`src/sv/mme_pkg.sv`:
```
// types, constants and helpers shared by the matrix product engine
package mme_pkg;

    localparam int MAX_DIM     = 16;
    localparam int VALUE_WIDTH = 16;

    localparam int IDX_W      = $clog2(MAX_DIM);
    localparam int DIM_W      = 5;
    localparam int CNT_W      = (IDX_W + 1 > DIM_W) ? IDX_W + 1 : DIM_W;
    localparam int DEPTH      = MAX_DIM * MAX_DIM;
    localparam int ADDR_W     = $clog2(DEPTH);
    localparam int MUL_W      = 2 * VALUE_WIDTH;
    localparam int PROD_W     = 40;
    localparam int MODE_W     = 2;
    localparam int POS_W      = 4;
    localparam int IN_VALUE_W = 16;
    localparam int APB_ADDR_W = 4;
    localparam int APB_DATA_W = 32;

    // item modes
    localparam logic [MODE_W-1:0] MODE_WR_A = 2'd0;
    localparam logic [MODE_W-1:0] MODE_WR_B = 2'd1;
    localparam logic [MODE_W-1:0] MODE_RD_C = 2'd2;

    // register indexes
    localparam logic [1:0] REG_DIM_M       = 2'd0;
    localparam logic [1:0] REG_DIM_K       = 2'd1;
    localparam logic [1:0] REG_DIM_L       = 2'd2;
    localparam logic [1:0] REG_TRANSPOSE_A = 2'd3;

    typedef logic [CNT_W-1:0]               cnt_t;
    typedef logic [ADDR_W-1:0]              addr_t;
    typedef logic signed [VALUE_WIDTH-1:0]  elem_t;
    typedef logic signed [MUL_W-1:0]        mul_t;
    typedef logic signed [PROD_W-1:0]       prod_t;

    typedef struct packed {
        cnt_t m;
        cnt_t k;
        cnt_t l;
        logic transpose;
    } cfg_t;

    typedef struct packed {
        logic clear;
        logic vld;
        logic last;
    } mac_ctl_t;

    // clamp a dimension register to the store size
    function automatic cnt_t eff_dim(logic [DIM_W-1:0] d);
        cnt_t de;
        de = cnt_t'(d);
        if (de > cnt_t'(MAX_DIM))
        begin
            return cnt_t'(MAX_DIM);
        end
        return de;
    endfunction

    // row-major element address
    function automatic addr_t elem_addr(cnt_t r, cnt_t c);
        return addr_t'(int'(r) * MAX_DIM + int'(c));
    endfunction

endpackage

```
`src/sv/mme_seq.sv`:
```
// item sequencer: bounds checks, store writes, inner-dimension walk, result register
module mme_seq (
    input  logic                          clk,
    input  logic                          rst_n,
    input  mme_pkg::cfg_t                 cfg,
    input  logic                          in_valid,
    output logic                          in_stall,
    input  logic [mme_pkg::MODE_W-1:0]    mode,
    input  logic [mme_pkg::POS_W-1:0]     row,
    input  logic [mme_pkg::POS_W-1:0]     col,
    input  logic signed [mme_pkg::IN_VALUE_W-1:0] value,
    output logic                          out_valid,
    input  logic                          out_stall,
    output logic                          status,
    output mme_pkg::prod_t                product,
    output logic                          a_we,
    output logic                          b_we,
    output mme_pkg::addr_t                waddr,
    output mme_pkg::elem_t                wdata,
    output mme_pkg::addr_t                a_raddr,
    output mme_pkg::addr_t                b_raddr,
    output mme_pkg::mac_ctl_t             mac_ctl,
    input  mme_pkg::prod_t                mac_acc,
    input  logic                          mac_done
);
    import mme_pkg::*;

    localparam logic [1:0] S_IDLE = 2'd0;
    localparam logic [1:0] S_RUN  = 2'd1;
    localparam logic [1:0] S_WAIT = 2'd2;
    localparam logic [1:0] S_DONE = 2'd3;

    logic [1:0] state_reg;
    logic [1:0] state_next;
    cnt_t       i_reg;
    cnt_t       i_next;
    cnt_t       row_reg;
    cnt_t       row_next;
    cnt_t       col_reg;
    cnt_t       col_next;
    logic       pend_status_reg;
    logic       pend_status_next;
    prod_t      pend_product_reg;
    prod_t      pend_product_next;
    logic       out_valid_reg;
    logic       out_valid_next;
    logic       status_reg;
    logic       status_next;
    prod_t      product_reg;
    prod_t      product_next;

    cnt_t       row_in;
    cnt_t       col_in;
    cnt_t       a_rmax;
    cnt_t       a_cmax;
    logic       a_ok;
    logic       b_ok;
    logic       c_ok;
    logic       last_step;

    assign row_in = cnt_t'(row);
    assign col_in = cnt_t'(col);
    assign a_rmax = cfg.transpose ? cfg.k : cfg.m;
    assign a_cmax = cfg.transpose ? cfg.m : cfg.k;
    assign a_ok   = (row_in < a_rmax) && (col_in < a_cmax);
    assign b_ok   = (row_in < cfg.k) && (col_in < cfg.l);
    assign c_ok   = (row_in < cfg.m) && (col_in < cfg.l);

    assign last_step = (i_reg == cfg.k - cnt_t'(1));

    assign in_stall = (state_reg != S_IDLE);
    assign waddr    = elem_addr(row_in, col_in);
    assign wdata    = elem_t'(value);
    assign a_raddr  = cfg.transpose ? elem_addr(i_reg, row_reg) : elem_addr(row_reg, i_reg);
    assign b_raddr  = elem_addr(i_reg, col_reg);

    always_comb
    begin
        state_next        = state_reg;
        i_next            = i_reg;
        row_next          = row_reg;
        col_next          = col_reg;
        pend_status_next  = pend_status_reg;
        pend_product_next = pend_product_reg;
        out_valid_next    = out_valid_reg & out_stall;
        status_next       = status_reg;
        product_next      = product_reg;
        a_we              = 1'b0;
        b_we              = 1'b0;
        mac_ctl           = '0;

        case (state_reg)
            S_IDLE:
            begin
                if (in_valid)
                begin
                    row_next          = row_in;
                    col_next          = col_in;
                    i_next            = '0;
                    pend_product_next = '0;
                    pend_status_next  = 1'b1;
                    state_next        = S_DONE;
                    case (mode)
                        MODE_WR_A:
                        begin
                            a_we             = a_ok;
                            pend_status_next = !a_ok;
                        end
                        MODE_WR_B:
                        begin
                            b_we             = b_ok;
                            pend_status_next = !b_ok;
                        end
                        MODE_RD_C:
                        begin
                            pend_status_next = !c_ok;
                            // empty inner dimension sums to zero
                            if (c_ok && (cfg.k != '0))
                            begin
                                mac_ctl.clear = 1'b1;
                                state_next    = S_RUN;
                            end
                        end
                        default:
                        begin
                            pend_status_next = 1'b1;
                        end
                    endcase
                end
            end
            S_RUN:
            begin
                mac_ctl.vld  = 1'b1;
                mac_ctl.last = last_step;
                i_next       = i_reg + cnt_t'(1);
                if (last_step)
                begin
                    state_next = S_WAIT;
                end
            end
            S_WAIT:
            begin
                if (mac_done)
                begin
                    pend_product_next = mac_acc;
                    state_next        = S_DONE;
                end
            end
            S_DONE:
            begin
                if (!out_valid_reg || !out_stall)
                begin
                    out_valid_next = 1'b1;
                    status_next    = pend_status_reg;
                    product_next   = pend_product_reg;
                    state_next     = S_IDLE;
                end
            end
            default:
            begin
                state_next = S_IDLE;
            end
        endcase
    end

    always_ff @(posedge clk or negedge rst_n)
    begin
        if (!rst_n)
        begin
            state_reg     <= S_IDLE;
            out_valid_reg <= 1'b0;
        end
        else
        begin
            state_reg     <= state_next;
            out_valid_reg <= out_valid_next;
        end
    end

    always_ff @(posedge clk)
    begin
        i_reg            <= i_next;
        row_reg          <= row_next;
        col_reg          <= col_next;
        pend_status_reg  <= pend_status_next;
        pend_product_reg <= pend_product_next;
        status_reg       <= status_next;
        product_reg      <= product_next;
    end

    assign out_valid = out_valid_reg;
    assign status    = status_reg;
    assign product   = product_reg;

endmodule

```
`config.mk`:
```
export PLATFORM = sky130hd
export DESIGN_NAME = mme_seq
export DESIGN_NICKNAME = d
export VERILOG_FILES = /design/src/sv/mme_pkg.sv /design/src/sv/mme_seq.sv
export SDC_FILE = /design/constraint.sdc
export NUM_CORES = 1
export LEC_CHECK = 0
export ABC_CLOCK_PERIOD_IN_PS = 5300
export BUFFER_PORTS_ARGS = -buffer_cell sky130_fd_sc_hd__clkbuf_2
export CAP_MARGIN = 30
export CORE_MARGIN = 1.5
export CORE_UTILIZATION = 49
export DETAILED_ROUTE_END_ITERATION = 16
export HOLD_SLACK_MARGIN = 0.1
export PLACE_DENSITY = 0.85
export SLEW_MARGIN = 5
export SYNTH_ARGS = -nofsm -noshare
export SYNTH_HDL_FRONTEND = slang
export SYNTH_SLANG_ARGS = --single-unit
export TNS_END_PERCENT = 20
```
`constraint.sdc`:
```
create_clock -name clk -period 5.3 [get_ports clk]
set_input_delay 1.06 -clock clk [delete_from_list [all_inputs] [get_ports clk]]
set_output_delay 1.06 -clock clk [all_outputs]
set_load 0.02 [all_outputs]
```
# == Word-level counts from Yosys, hierarchy flattened ==
# Index checks and enable logic that the tools add are counted.
# classes
n_addsub,6
n_lt_le_gt_ge,5
mux,29
reduce_logical,21
n_eq_ne,10
bitwise,1
# ops
cell,n
$mux 40,2
$pmux 40 s2,1
$lt 4x5->1,5
$add 8x4->8,3
$mux 5,3
$mux 2,7
$mux 1,12
$pmux 5 s2,1
$add 8x5->8,1
$mux 8,1
$ne 2x2->1 const B,4
$pmux 2 s4,1
$eq 2x2->1 const B,3
$reduce_and 2->1,3
$reduce_bool 2->1,3
$add 5x1->5 const B,1
$eq 5x5->1,1
$logic_not 1->1,5
$reduce_bool 5->1,1
$sub 5x1->5 const B,1
$eq 2x1->1 const B,2
$logic_and 1x1->1,4
$logic_not 2->1,2
$reduce_and 4->1,1
other kinds (4),4
# totals
register_bits,98
out_inout_bits,88
input_bits,87

# == Depth between registers and ports, before layout ==
# depth
word_depth,7
mapped_depth,9
mapped_depth_nobuf,7

# == Worst setup path after synthesis ==
# Ideal clock, no wire load.
# synth_timing
path_kind,input to register
start,in out_stall
end,"reg product_reg[0], in the netlist product[0], enable pin"
path_buffers,0
arrival_time_ns,4.058
slack_ns,0.740
setup_time_ns,0.502
cell_stages,1
path_cell_list,a21boi_0
# synth_between
elab_chain_len,3
# synth_rtl
item,line_no,source
start: declaration,mme_seq.sv:13,"input logic out_stall,"
$logic_not 1->1,mme_seq.sv:151,if (!out_valid_reg || !out_stall)
$logic_or 1x1->1,mme_seq.sv:151,
$reduce_and 2->1 (no line),-,
end signal: assignment,mme_seq.sv:188,product_reg <= product_next;
end: declaration,mme_seq.sv:49,prod_t product_reg;
# No other way between the ends.
# A chain may end at the register's enable or synchronous reset.

# == Worst setup path in the final report ==
# layout_timing
start,in cfg[0] in the netlist's numbering
end,out a_we
# layout_between
elab_chain_len,6
word_cells_on_any_way,8
cone_classes,order compare: 2; mux: 5; reduce/logical: 1
# layout_rtl
item,line_no,source
start: declaration,mme_seq.sv:5,"input mme_pkg::cfg_t cfg,"
$mux 5 (on tied branches),"mme_seq.sv:63, mme_seq.sv:64",
$lt 4x5->1,mme_seq.sv:65,assign a_ok = (row_in < a_rmax) && (col_in < a_cmax);
$logic_and 1x1->1 (*),mme_seq.sv:65,
$mux 1 (*),mme_seq.sv:103,case (mode)
$mux 1 (*),mme_seq.sv:95,if (in_valid)
$mux 1 (*),mme_seq.sv:92,case (state_reg)
end: declaration,mme_seq.sv:16,"output logic a_we,"
# Mark *: on every way between the ends. The rest lies on a longest branch, timed or not.

==> flow_summary.toml <==
[setup_path]
critPathKind = "in -> out"
r2r_end = "pend_product_reg[39]$_SDFFCE_PN0P_"
cp_max_fo = 21
crit_chain = "clkbuf_2 -> mux2i_1 -> ha_1 -> nor3_1 -> a21oi_1 -> o21ai_0 -> a32o_1 -> and2_1 -> clkbuf_2"
critPathMostFrequentCell = "clkbuf_2"
slowest_delay_ps = 440
worst_setup_path_end_kind = "output port"
cp_num_buf_inv = 2
arrival_ps = 3160
r2r_start = "state_reg[0]$_DFFE_PN0P_"
regToRegSetupSlack_ps = 3350
cp-start-kind = "input pin"
crit_path_top_delay_cell = "nor3_1"
required_ps = 4240
reg2regPathDepth = 6
critPathTopFamily = "simple AND/OR/NAND/NOR gates"

[pwr]
p_leak_uw = 0.00232
power.density_nw_per_um2 = 544
vdd_ir_drop_max_v = 0.000196

[timing]
fin_skew_ps = 8.85
finalMaxSlewViolations = 0
tightest_slew_ps = 758
hold_slack_ps = 419
rsz0062_at_grt = "no"
fin_crit_ps = 4220
hold_viol = 0
slew_headroom_pct = 49.0
tns_ps = 0
setup_viol = 0
fmax_mhz = 237
post-route-period-util_pct = 79.6

[grt]
grt_max_degree = 34
grt_pass1_wl_um = 14000
antenna_found_initial = 0
grt_pass1_vias = 2805
grt_overflow_total = 0
grt_usage_pct = 18.7

[clocking]
cts_buffers = 9
clkLatencyLatePin_ps = 350
htree_num_levels = 3
cts_tree = "yes"
cts_buffer_depth = 2
cts.hold.buffers_added = 0
cts_root_buf = "clkbuf_8"
path_clk_slew_ps = 100
cts_setup_buffers = 0
cts.sinks = 98
cts_resized = 0

[layout]
nets = 545
fin_cells = 548
drive_gt1_share_pct = 40.0
seqCellArea_um2 = 2930
multi_input_area_um2 = 1310
areaGrowthSynthToFinish_pct = 19.0
antenna_cells = 0
fill_cells = 683

[route]
first_pass_iters = 4
num_vias = 2883
wl_per_cell_um = 15.9
ant_nets = 0
viasPerCell = 5.26
wirelength_um = 8710
drt_iter0_markers = 105
route.detailed.drc = 0

[min_path]
hp-start = "pend_product_reg[39]$_SDFFCE_PN0P_"
hold_depth = 0
hold_end = "product[39]$_DFFE_PP_"
holdCritPathClass = "reg -> reg"

[synthesis]
yosysTopAreaCell = "edfxtp_1"
syn_nets = 425
syn-cell-area_um2 = 4520
synth_edf_count = 95
avgSynthCellArea_um2 = 14.3
async_reset_ff_share_pct = 3.06
synth-main-ff-cell = "edfxtp_1"
synth.area.top_cells = "edfxtp_1 (63%), and2_1 (6.5%), ha_1 (6.4%), buf_4 (4.7%), mux2i_1 (2.2%)"
synthTopCellsByCount = "edfxtp_1 (95), and2_1 (47), buf_4 (28)"
yosys_warnings = 0
ys_seq_elements = 98
synth.most_common_cell = "edfxtp_1"
syn_inst = 315
yosysSeqAreaShare_pct = 64.8
synth_cell_types = 47
synth_top_area_share_pct = 63.1

[floorplanning]
die_h_um = 99.0
start_util_pct = 51.1
dieArea_um2 = 9810
die_w_um = 99.0
core_area_um2 = 8850
io-pin-count = 175
num_rows = 34

[placed_design]
place_inst = 532
numPortBuffers = 142
dpl.hpwl_um = 6810
gp_congestion = 0.881

[status]
outcome = "complete, no violations"

[flow_run]
maxCapViolCount = 0
-- worst reg2reg max path, stage by stage, from the launching register on --
cell and delay, ps:
dfrtp_1 390, inv_1 90, ha_1 320, inv_1 90, o22ai_1 150, nor2_4 360, buf_12 250
-- kinds of logic after synthesis --
family,after synthesis,synth area share (%)
flops,98,64.8
simple gates,79,10.4
buf+inv,52,6.73
compound gates,37,5.90
fa+ha+maj,23,6.37
mux,16,3.71
xor+xnor,10,2.10
-- where the power goes --
| group | switching [µW] | leakage [µW] | internal [µW] |
|---|---|---|---|
| clock | 273 | 0.000101 | 185 |
| sequential | 133 | 0.000949 | 1350 |
| combinational | 645 | 0.00127 | 345 |
| total | 1050 | 0.00232 | 1880 |
-- routing by layer --
metal / vias up / global-route usage [%] / wire length, µm
li1: 1359 / - / -
met1: 1357 / 22.5 / 3550
met2: 147 / 32.3 / 4350
met3: 20 / 5.60 / 672
met4: 0 / 5.82 / 139
met5: - / 0 / 0
-- final cells by class --
type | instances | share of cell area, %
Tap cell | 108 | 2.51
Timing Repair Buffer | 145 | 14.0
Clock inverter | 7 | 1.30
Inverter | 16 | 1.12
Sequential cell | 98 | 54.5
Multi-Input combinational cell | 165 | 24.3
Clock buffer | 9 | 2.30
-- cells in the final DEF (no fill, tap or decap), drive strengths merged, types with 2 or more instances in the layout --
cell type,n
nand2,4
o21a,3
a211oi,3
nor3,7
inv,20
o211ai,2
xor2,4
edfxtp,95
buf,3
a2111oi,2
nor2,7
ha,23
mux2,6
dfrtp,3
a21o,3
nand2b,2
a21oi,6
mux2i,10
clkinv,3
nand3,3
and2,48
o21ai,7
xnor2,6
clkbuf,151
nor2b,2
-- stage by stage --
step,util [%],worst slack (ps),power [µW],area [µm²]
after CTS,60.7,1170,2960,5380
final,60.7,1080,2930,5380
after detailed placement,58.6,1190,2500,5180
after global routing,60.7,899,3100,5380
after global placement,58.2,1340,2410,5150
after floorplan,-,740,2160,4520
-- worst max-delay path by stage --
stage	slack (ps)	cells past startpoint	start	endpoint
floorplan	740	1	out_stall	product[0]$_DFFE_PP_
global placement	1340	9	cfg[0]	a_we
detailed placement	1190	9	cfg[0]	a_we
CTS	1170	9	cfg[0]	a_we
global route	900	9	cfg[0]	a_we
finish	1080	9	cfg[0]	a_we
Power figures use the tool's default switching activity.
