**config.mk**
```make
export PLATFORM = sky130hd
export DESIGN_NAME = mme_mac
export DESIGN_NICKNAME = d
export VERILOG_FILES = /design/src/sv/mme_pkg.sv /design/src/sv/mme_mac.sv
export SDC_FILE = /design/constraint.sdc
export NUM_CORES = 1
export LEC_CHECK = 0
export BUFFER_PORTS_ARGS = -buffer_cell sky130_fd_sc_hd__buf_2
export CORE_MARGIN = 5
export CORE_UTILIZATION = 45
export DETAILED_ROUTE_END_ITERATION = 7
export MAX_ROUTING_LAYER = met4
export SLEW_MARGIN = 20
export SYNTH_ARGS = -nofsm -noshare
export SYNTH_HDL_FRONTEND = slang
export SYNTH_SLANG_ARGS = --single-unit
```
**constraint.sdc**
```tcl
create_clock -name clk -period 3.4 [get_ports clk]
set_input_delay 0.17 -clock clk [delete_from_list [all_inputs] [get_ports clk]]
set_output_delay 0.17 -clock clk [all_outputs]
set_load 0.02 [all_outputs]
```
**src/sv/mme_pkg.sv**
```systemverilog
// types, constants and helpers shared by the matrix product engine
package mme_pkg;

    localparam int MAX_DIM     = 16;
    localparam int VALUE_WIDTH = 16;

    localparam int IDX_W      = $clog2(MAX_DIM);
    localparam int DIM_W      = 5;
    localparam int CNT_W      = (IDX_W + 1 > DIM_W) ? IDX_W + 1 : DIM_W;
    localparam int DEPTH      = MAX_DIM * MAX_DIM;
    localparam int ADDR_W     = $clog2(DEPTH);
    localparam int MUL_W      = 2 * VALUE_WIDTH;
    localparam int PROD_W     = 40;
    localparam int MODE_W     = 2;
    localparam int POS_W      = 4;
    localparam int IN_VALUE_W = 16;
    localparam int APB_ADDR_W = 4;
    localparam int APB_DATA_W = 32;

    // item modes
    localparam logic [MODE_W-1:0] MODE_WR_A = 2'd0;
    localparam logic [MODE_W-1:0] MODE_WR_B = 2'd1;
    localparam logic [MODE_W-1:0] MODE_RD_C = 2'd2;

    // register indexes
    localparam logic [1:0] REG_DIM_M       = 2'd0;
    localparam logic [1:0] REG_DIM_K       = 2'd1;
    localparam logic [1:0] REG_DIM_L       = 2'd2;
    localparam logic [1:0] REG_TRANSPOSE_A = 2'd3;

    typedef logic [CNT_W-1:0]               cnt_t;
    typedef logic [ADDR_W-1:0]              addr_t;
    typedef logic signed [VALUE_WIDTH-1:0]  elem_t;
    typedef logic signed [MUL_W-1:0]        mul_t;
    typedef logic signed [PROD_W-1:0]       prod_t;

    typedef struct packed {
        cnt_t m;
        cnt_t k;
        cnt_t l;
        logic transpose;
    } cfg_t;

    typedef struct packed {
        logic clear;
        logic vld;
        logic last;
    } mac_ctl_t;

    // clamp a dimension register to the store size
    function automatic cnt_t eff_dim(logic [DIM_W-1:0] d);
        cnt_t de;
        de = cnt_t'(d);
        if (de > cnt_t'(MAX_DIM))
        begin
            return cnt_t'(MAX_DIM);
        end
        return de;
    endfunction

    // row-major element address
    function automatic addr_t elem_addr(cnt_t r, cnt_t c);
        return addr_t'(int'(r) * MAX_DIM + int'(c));
    endfunction

endpackage

```
**src/sv/mme_mac.sv**
```systemverilog
// multiply-accumulate unit fed by the two element stores
module mme_mac (
    input  logic             clk,
    input  logic             rst_n,
    input  mme_pkg::mac_ctl_t ctl,
    input  mme_pkg::elem_t   a_data,
    input  mme_pkg::elem_t   b_data,
    output mme_pkg::prod_t   acc,
    output logic             done
);
    import mme_pkg::*;

    logic  rd_vld_reg;
    logic  rd_last_reg;
    logic  mul_vld_reg;
    logic  mul_last_reg;
    logic  done_reg;
    mul_t  mul_reg;
    prod_t acc_reg;
    prod_t acc_next;

    // ram data arrives in the cycle after the read is issued
    always_ff @(posedge clk or negedge rst_n)
    begin
        if (!rst_n)
        begin
            rd_vld_reg   <= 1'b0;
            rd_last_reg  <= 1'b0;
            mul_vld_reg  <= 1'b0;
            mul_last_reg <= 1'b0;
            done_reg     <= 1'b0;
        end
        else
        begin
            rd_vld_reg   <= ctl.vld;
            rd_last_reg  <= ctl.vld & ctl.last;
            mul_vld_reg  <= rd_vld_reg;
            mul_last_reg <= rd_last_reg;
            done_reg     <= mul_vld_reg & mul_last_reg;
        end
    end

    always_comb
    begin
        acc_next = acc_reg;
        if (ctl.clear)
        begin
            acc_next = '0;
        end
        else if (mul_vld_reg)
        begin
            acc_next = acc_reg + prod_t'(mul_reg);
        end
    end

    always_ff @(posedge clk)
    begin
        mul_reg <= mul_t'(a_data) * mul_t'(b_data);
        acc_reg <= acc_next;
    end

    assign acc  = acc_reg;
    assign done = done_reg;

endmodule

```
# Yosys cells after proc, flatten, opt, wreduce, memory -nomap -nowiden
# Cells that the tools add are included.
[totals] output_inout_bits=41 mem_bits_rw=0 mem_count=0 ff_bits=77 elab_cells=11 latchBits=0 rom_bits=0
[classes] magnitude_cmp=0 bitwise=2 n_eq_ne=0 add_sub_neg=1 div=0 n_mux=0 shift=0 multipliers=1 n_reduce_logical=0
[op_table] cell="$add 40x32->40" n=1
[op_table] cell="$mul 16x16->32" n=1
[op_table] cell="$and 1x1->1" n=2

# Depth between registers and ports, before layout
# Gate-level depths: netlist of the first run.
[logic_depth] word_depth=1 ltp_mapped=23 ltp_nobuf=22

# Worst setup path before layout of the first run
# Ideal clock, no wire load.
[synth_timing] kind="input to register" start="input a_data[10]" end="register mul_reg[30]" arrival_time_ps=5812 stages=19 path_slack_ps=-2484 cell_sequence="clkbuf_1 -> nand2_1 -> fa_1 -> fa_1 -> fa_1 -> fa_1 -> inv_1 -> fa_1 -> fa_1 -> ha_1 -> and3_1 -> and3_4 -> a2111oi_4 -> o31ai_1 -> o22a_1 -> a221o_1 -> a211o_1 -> a21oi_2 -> xnor2_1"
[synth_between] elab_chain_len=1
[synth_rtl] element="from (decl)" line="mme_mac.sv:6" source="input mme_pkg::elem_t a_data,"
[synth_rtl] element="$mul 16x16->32" line="mme_mac.sv:58" source="mul_reg <= mul_t'(a_data) * mul_t'(b_data);"
[synth_rtl] element="to (signal assigned)" line="mme_mac.sv:58"
[synth_rtl] element="to (decl)" line="mme_mac.sv:18" source="mul_t mul_reg;"
# No other way between the ends.
# A chain may end at the register's enable or synchronous reset.

# Worst setup path after layout of the first run
[layout_timing] start="input a_data[6]" end="register mul_reg[30]"
# Same word-level chain as after synthesis.

==> results of run 1 <==
[placed cells by master, fill, tap and decap left out, types with 17 or more instances in the layout]
cell type | netlist | layout
inv_2 | 0 | 20
buf_6 | 1 | 46
buf_4 | 0 | 174
ha_1 | 121 | 104
mux2i_1 | 18 | 18
xnor2_1 | 38 | 30
nand2_1 | 168 | 158
and2_1 | 130 | 106
a21oi_1 | 68 | 52
buf_2 | 1 | 56
dfxtp_1 | 72 | 72
nand3_1 | 21 | 19
nor2_1 | 68 | 63
fa_1 | 263 | 248
xor2_1 | 17 | 17
and2_4 | 0 | 24
a21o_1 | 34 | 34
o21ai_0 | 33 | 28
inv_1 | 305 | 285
[cell type report]
cell class,instances,area share (%)
repair buffers,291,13.3
inverters,305,6.49
clock inverters,7,0.830
clock buffers,9,1.28
flip-flops and latches,77,8.88
well taps,396,2.81
multi-input cells,1121,66.5
[synthesized netlist by cell type (2+ instances only)]
library cell / instances
o32ai_1: 2
nand3_1: 21
inv_1: 305
nand3b_1: 5
and3_1: 7
o31ai_1: 2
a21o_1: 34
a221o_1: 3
a31o_2: 3
nand2b_1: 8
a21oi_1: 68
dfrtp_1: 5
nor4_1: 2
a31oi_1: 5
o21bai_1: 6
mux2i_1: 18
o21ai_0: 33
and2_1: 130
ha_1: 121
nor3_1: 14
nand4_1: 8
nand2_1: 168
or3_1: 5
nor2_1: 68
o22ai_1: 3
o21a_1: 10
nor2b_1: 4
mux2_2: 2
o211ai_1: 6
clkbuf_1: 45
o21ai_2: 2
fa_1: 263
a21boi_0: 4
dfxtp_1: 72
a21oi_2: 3
nor3b_1: 2
a211oi_1: 6
a211o_1: 6
o31a_1: 2
xnor2_1: 38
a2111oi_0: 2
xor2_1: 17
[per-stage QoR]
stage	area (um^2)	std cells	hold slack, ns
floorplan	14400	1550	-0.126
global placement	16300	2153	-0.0166
detailed placement	16300	2153	-0.0128
CTS	17300	2197	0.0385
global route	17600	2206	0.0357
finish	17600	2206	0.0435
[routing by layer]
| metal | wire (um) | vias up | GRT usage, % |
|---|---|---|---|
| met3 | 1130 | 26 | 1.96 |
| met1 | 16400 | 5364 | 28.8 |
| li1 | - | 5370 | - |
| met4 | 370 | 0 | 3.22 |
| met5 | 0 | - | - |
| met2 | 15000 | 192 | 30.5 |
[timing repair]
item,in CTS,in global routing
setup endpoints to repair,24,25
gates resized for setup,142,50
hold buffers,2,0
setup buffers,27,12
hold endpoints to repair,6,0
pin swaps,120,48
[path summary, 6_finish.rpt]
check,from,to,slack (ns),cells after the start
min,ctl[0],rd_last_reg,0.04,2
min reg2reg,rd_last_reg,mul_last_reg,0.35,0
max,a_data[6],mul_reg[30],-1.96,20
min in group asynchronous,rst_n,rd_vld_reg,0.18,2
max in group asynchronous,rst_n,rd_last_reg,3.10,2
max reg2reg,acc[13],acc[39],0.19,10
[kinds of logic after synthesis]
logic type | count (synthesis)
simple gates | 447
compound gates | 215
mux | 20
xor+xnor | 55
buf+inv | 352
flops | 77
fa+ha+maj | 384
==> tab_implementation.tex, run 1 <==
\begin{tabular}{lr}
\hline
Metric & Value \\
\hline
\multicolumn{2}{l}{\textbf{Layout}} \\
\quad Combined flip-flop and latch cell area & 0.00157 mm\^{}2 \\
\quad Post-route core utilization & 57.5\% \\
\quad Layout overhead on the synthesized area & 26.1\% \\
\quad Net count, final & roughly 2200 \\
\quad Count of fill cells added during filler insertion & 2745 \\
\quad Total inserted antenna cells & 0 \\
\quad Max reg flops & 40 \\
\quad Area taken by multi-input logic gates & 0.0117 mm\^{}2 \\
\quad Share of final-layout standard cells stronger than drive strength 1 & 25.0\% \\
\multicolumn{2}{l}{\textbf{STA}} \\
\quad Time the worst path needs with I/O delays and setup & 5.36 ns \\
\quad Final setup violating endpoints & 24 \\
\quad Fin Setup TNS & -34.64 ns \\
\quad Max Slew Vio Count & 0 \\
\quad Worst slew margin relative to its limit & 62.3\% \\
\quad Worst slew pin tran & roughly 0.56 ns \\
\quad Final clock period utilization by the worst path & 158\% \\
\quad Final worst slack & -1.96 ns \\
\quad Unrepaired setup endpoints after global routing & true \\
\quad Number of hold violations in the final report & 0 \\
\quad Peak Freq & about 190 MHz \\
\quad Post-route clock skew & 0.00851 ns \\
\multicolumn{2}{l}{\textbf{Floorplanning}} \\
\quad Site Rows & between 60 and 70 \\
\quad Die footprint & 0.0347 mm\^{}2 \\
\quad Floorplan die height & 186 um \\
\quad Initial Utilization & 45.6\% \\
\quad Width of the chip & 186 um \\
\quad Top-Level Pins & approximately 80 \\
\quad Placeable core region & 0.0307 mm\^{}2 \\
\multicolumn{2}{l}{\textbf{Logic synthesis}} \\
\quad Synthesis-stage register bit count & 77 \\
\quad Seq/Total Area, Yosys & 11.2\% \\
\quad Combinational family with the most area after synthesis & adder cells \\
\quad Xor/xnor share of the synthesized area & 3.44\% \\
\quad Compound-cell area share of the yosys netlist & 10.4\% \\
\quad Mux share of post-synthesis cell area & 1.45\% \\
\quad Number of flops mapped to enable cells by yosys & 0 \\
\quad Simple-gate area share of the yosys netlist & 15.6\% \\
\quad Top FF cell, synth & dfxtp\_1 \\
\quad Area of the mapped netlist & 0.0140 mm\^{}2 \\
\quad Ranking of synthesized cells by area & fa\_1 (38\%), ha\_1 (11\%), dfxtp\_1 (10\%), inv\_1 (8.2\%), and2\_1 (5.8\%) \\
\quad Syn Nets & 1971 \\
\quad Syn Area/Cell & $\sim$9 um\^{}2 \\
\quad Library cell occupying the most area in the post-synthesis netlist & fa\_1 \\
\quad Distinct cell type count of the synthesized netlist & 64 \\
\quad Synth Area in Adders & 48.5\% \\
\quad Yosys synthesis warning count & 0 \\
\quad Proportion of netlist area held by the largest area contributor & a little under two fifths \\
\quad Synth Instances & 1550 \\
\quad Share of flip-flops with an asynchronous set or reset after synthesis & approximately 6.5\% \\
\multicolumn{2}{l}{\textbf{Place}} \\
\quad Count of buffers from port buffering & 77 \\
\quad Global placement routability congestion & 0.880 \\
\quad Post-Place Worst Slack & -2.61 ns \\
\quad Post-DP HPWL & approximately 28 mm \\
\multicolumn{2}{l}{\textbf{CTS}} \\
\quad Clock buffers created by TritonCTS & 9 \\
\quad Clk sinks & 77 \\
\quad Clock latency on the worst-skew pair & 0.34 ns \\
\quad CTS clock-pin slew for the worst setup and hold paths & approximately 0.060 ns \\
\quad CTS H-tree depth & 3 \\
\quad CTS tree & built \\
\quad CTS max path bufs & 2 \\
\quad Root Buffer & clkbuf\_16 \\
\multicolumn{2}{l}{\textbf{Setup path}} \\
\quad Slowest Stage Delay on Critical Path & 0.55 ns \\
\quad Kind of critical path & in -> reg \\
\quad Critical path data arrival time & 5.63 ns \\
\quad Library cell contributing the largest single delay on the critical path & fa\_1 \\
\quad Endpoint kind of the worst setup timing path & register \\
\quad Most frequent cell on the critical path & fa\_1 \\
\quad Required @ worst endpoint & 3.67 ns \\
\quad Top Family by Delay on Critical Path & adder cells \\
\quad Startpoint Class & input port \\
\quad Maximum fanout along the worst path & 7 \\
\quad Worst path buffer plus inverter count & 3 \\
\quad List of cells traversed by the critical path & buf\_8 > and2\_4 > fa\_1 > inv\_2 > fa\_1 > fa\_1 > fa\_1 > inv\_1 > fa\_1 > fa\_1 > ha\_4 > and3\_4 > and3\_4 > a2111oi\_4 > o31ai\_2 > o22a\_1 > a221o\_1 > a211o\_1 > a21oi\_2 > xnor2\_1 \\
\multicolumn{2}{l}{\textbf{Drt}} \\
\quad Total length of routed wires & 32.9 mm \\
\quad Detail Route Antenna Nets & 0 \\
\quad Violation count after the first detailed-routing iteration & 483 \\
\quad Avg Vias per Cell & roughly 5 \\
\quad DRT Pass-1 Iters & 5 \\
\quad Drt wl/cell & roughly 15 um \\
\quad Post-route DRC violation count & 0 \\
\quad Number of vias after detailed routing & $\sim$11000 \\
\multicolumn{2}{l}{\textbf{Global route}} \\
\quad Largest net degree at the start of global routing & 43 \\
\quad Initial antenna violation count & 0 \\
\quad Remaining global-route overflow & 0 \\
\quad Global-route wire length before repair & approximately 57 mm \\
\quad Vias in the first global route & 11600 \\
\quad Global router's overall resource usage & 19.7\% \\
\multicolumn{2}{l}{\textbf{Hold path}} \\
\quad Worst Hold Class & in -> reg \\
\multicolumn{2}{l}{\textbf{Status}} \\
\quad Run status & complete, but fails checks \\
\quad Failing checks & negative setup slack \\
\multicolumn{2}{l}{\textbf{Flow run}} \\
\quad Max-cap violation count & 0 \\
\hline
\end{tabular}
Power of run 1 is left out: the tool's default activity adds up to more than one toggle a clock period on the data nets, which glitch-free logic cannot reach.
==> run 2: changes to the inputs <==
--- a/config.mk
+++ b/config.mk
@@ -5,10 +5,10 @@
 export SDC_FILE = /design/constraint.sdc
 export NUM_CORES = 1
 export LEC_CHECK = 0
-export BUFFER_PORTS_ARGS = -buffer_cell sky130_fd_sc_hd__buf_2
 export CORE_MARGIN = 5
 export CORE_UTILIZATION = 45
 export DETAILED_ROUTE_END_ITERATION = 7
+export DONT_BUFFER_PORTS = 1
 export MAX_ROUTING_LAYER = met4
 export SLEW_MARGIN = 20
 export SYNTH_ARGS = -nofsm -noshare
==> run 2 against run 1 <==
Net effect:
- the run still ends with negative setup slack left
- wire length is 5.6% higher
- setup slack better by 0.054 ns
- final cell count is 6.8% lower
- global-route usage is 0.82 points higher
- cell area is 7.7% lower
- critical path depth is 1 lower
==> tab_implementation.tex, run 2 (synthesized netlist as in run 1, its figures left out) <==
\begin{tabular}{lr}
\hline
Metric & Value \\
\hline
\multicolumn{2}{l}{\textbf{Status}} \\
\quad Run status & complete, but fails checks \\
\quad Failing checks & negative setup slack \\
\multicolumn{2}{l}{\textbf{Setup path}} \\
\quad Maximum fanout along the worst path & 16 \\
\quad Critical path data arrival time & roughly 5.6 ns \\
\quad Startpoint Class & input port \\
\quad Required @ worst endpoint & 3.67 ns \\
\quad Kind of critical path & in -> reg \\
\quad Register-to-register setup slack & approximately 0.24 ns \\
\quad Endpoint kind of the worst setup timing path & register \\
\multicolumn{2}{l}{\textbf{Global route}} \\
\quad Vias in the first global route & approximately 11000 \\
\quad Largest net degree at the start of global routing & 35 \\
\quad Global router's overall resource usage & 20.5\% \\
\quad Initial antenna violation count & 0 \\
\quad Remaining global-route overflow & 0 \\
\quad Global-route wire length before repair & between 50 and 60 mm \\
\multicolumn{2}{l}{\textbf{STA}} \\
\quad Peak Freq & 188 MHz \\
\quad Final setup violating endpoints & 23 \\
\quad Final worst slack & -1.91 ns \\
\quad Time the worst path needs with I/O delays and setup & between 5 and 6 ns \\
\quad Worst slew pin tran & 0.937 ns \\
\quad Worst hold slack & 0.0341 ns \\
\quad Unrepaired setup endpoints after global routing & true \\
\quad Max Slew Vio Count & 0 \\
\quad Worst slew margin relative to its limit & between 30\% and 40\% \\
\quad Number of hold violations in the final report & 0 \\
\quad Final clock period utilization by the worst path & 156\% \\
\quad Post-route clock skew & 0.0103 ns \\
\multicolumn{2}{l}{\textbf{Layout}} \\
\quad Combined flip-flop and latch cell area & around 0.0016 mm\^{}2 \\
\quad Most used cells in the layout excluding fill and tap cells & inv\_1 (288), fa\_1 (250), nand2\_1 (162) \\
\quad Max reg flops & 40 \\
\quad Layout overhead on the synthesized area & 16.3\% \\
\quad Count of fill cells added during filler insertion & 2819 \\
\quad Most common cell after layout, fill and taps aside & inv\_1 \\
\quad Total inserted antenna cells & 0 \\
\quad Share of final-layout standard cells stronger than drive strength 1 & 16.2\% \\
\quad Net count, final & 2077 \\
\quad Area taken by multi-input logic gates & 0.0116 mm\^{}2 \\
\multicolumn{2}{l}{\textbf{Place}} \\
\quad Global placement routability congestion & 0.899 \\
\quad Count of buffers from port buffering & 0 \\
\quad Post-DP HPWL & between 20 and 30 mm \\
\multicolumn{2}{l}{\textbf{Drt}} \\
\quad Detail Route Antenna Nets & 0 \\
\quad Post-route DRC violation count & 0 \\
\quad DRT Pass-1 Iters & 5 \\
\quad Total length of routed wires & between 30 and 40 mm \\
\quad Number of vias after detailed routing & between 10000 and 15000 \\
\quad Violation count after the first detailed-routing iteration & 463 \\
\quad Drt wl/cell & 16.9 um \\
\quad Avg Vias per Cell & slightly above 5 \\
\multicolumn{2}{l}{\textbf{Hold path}} \\
\quad Worst Hold Class & in -> reg \\
\multicolumn{2}{l}{\textbf{CTS}} \\
\quad CTS max path bufs & 2 \\
\quad CTS clock-pin slew for the worst setup and hold paths & 0.06 ns \\
\quad CTS H-tree depth & 3 \\
\quad Clk sinks & 77 \\
\quad Clock buffers created by TritonCTS & 9 \\
\quad CTS tree & built \\
\quad Root Buffer & clkbuf\_16 \\
\quad Clock latency on the worst-skew pair & about 0.34 ns \\
\multicolumn{2}{l}{\textbf{Floorplanning}} \\
\quad Site Rows & 64 \\
\quad Width of the chip & 186 um \\
\quad Initial Utilization & 45.6\% \\
\quad Floorplan die height & 186 um \\
\quad Top-Level Pins & 78 \\
\quad Die footprint & roughly 0.035 mm\^{}2 \\
\quad Placeable core region & 0.0307 mm\^{}2 \\
\multicolumn{2}{l}{\textbf{Flow run}} \\
\quad Max-cap violation count & 0 \\
\hline
\end{tabular}
-- run 2: changes by cell type in the layout (fill, tap and decap cells not counted), moves of 6 or more --
| cell | previous run | this run |
|---|---|---|
| and2_1 | 106 | 118 |
| buf_8 | 7 | 1 |
| buf_2 | 56 | 0 |
| buf_4 | 174 | 124 |
| buf_6 | 46 | 11 |
| and2_4 | 24 | 12 |
-- run 2: routing by layer --
| metal | vias to the layer above | wire length (um) | global-route usage (%) |
|---|---|---|---|
| met4 | 0 | 845 | 5.34 |
| li1 | 5061 | - | - |
| met2 | 265 | 16300 | 32.6 |
| met3 | 56 | 2070 | 3.77 |
| met5 | - | 0 | - |
| met1 | 5247 | 15500 | 27.3 |
-- run 2: what timing repair did --
| item | 4_1_cts | 5_1_grt |
|---|---|---|
| endpoints found under the hold margin | 42 | 0 |
| pin swaps | 58 | 47 |
| resized for setup | 45 | 43 |
| buffers inserted | 6 | 7 |
| hold buffers | 6 | 0 |
| setup endpoints to repair | 24 | 24 |
-- run 2: path summary, 6_finish.rpt --
kind	depth (start not counted)	start	to
max	19	a_data[6]	mul_reg[30]
min	3	ctl[2]	acc[37]
max reg2reg	10	acc[13]	acc[39]
min reg2reg	0	rd_last_reg	mul_last_reg
max in group asynchronous	1	rst_n	mul_last_reg
min in group asynchronous	1	rst_n	rd_last_reg
-- run 2: layout make-up --
type / count / area share [%]
well taps: 396 / 3.04
clock buffers: 9 / 1.38
flip-flops and latches: 77 / 9.63
clock inverters: 7 / 0.600
multi-input cells: 1121 / 71.3
inverters: 305 / 7.06
repair buffers: 142 / 7.00
-- run 2: worst max-delay path: stages --
cell	delay, ns
and2_4	0.14
fa_1	0.55
inv_2	0.04
fa_2	0.55
fa_2	0.46
fa_1	0.52
inv_2	0.04
fa_2	0.43
fa_2	0.60
ha_4	0.20
and3_4	0.16
and3_4	0.17
a2111oi_4	0.21
o31ai_2	0.14
o22a_1	0.26
a221o_1	0.36
a211o_1	0.29
a21oi_2	0.15
xnor2_1	0.13
-- run 2: stage by stage --
stage               TNS, ns  cells  cell area (um^2)  util [%]  setup slack, ns
floorplan            -34.15   1550             14400         -            -2.23
global placement     -39.21   2024             15500      50.4            -2.31
detailed placement   -40.68   2024             15500      50.4            -2.43
CTS                  -30.62   2052             16100      52.3            -1.91
global route         -34.14   2057             16300      53.1            -2.05
finish               -30.97   2057             16300      53.1            -1.91
Power of run 2 is left out for the same reason.
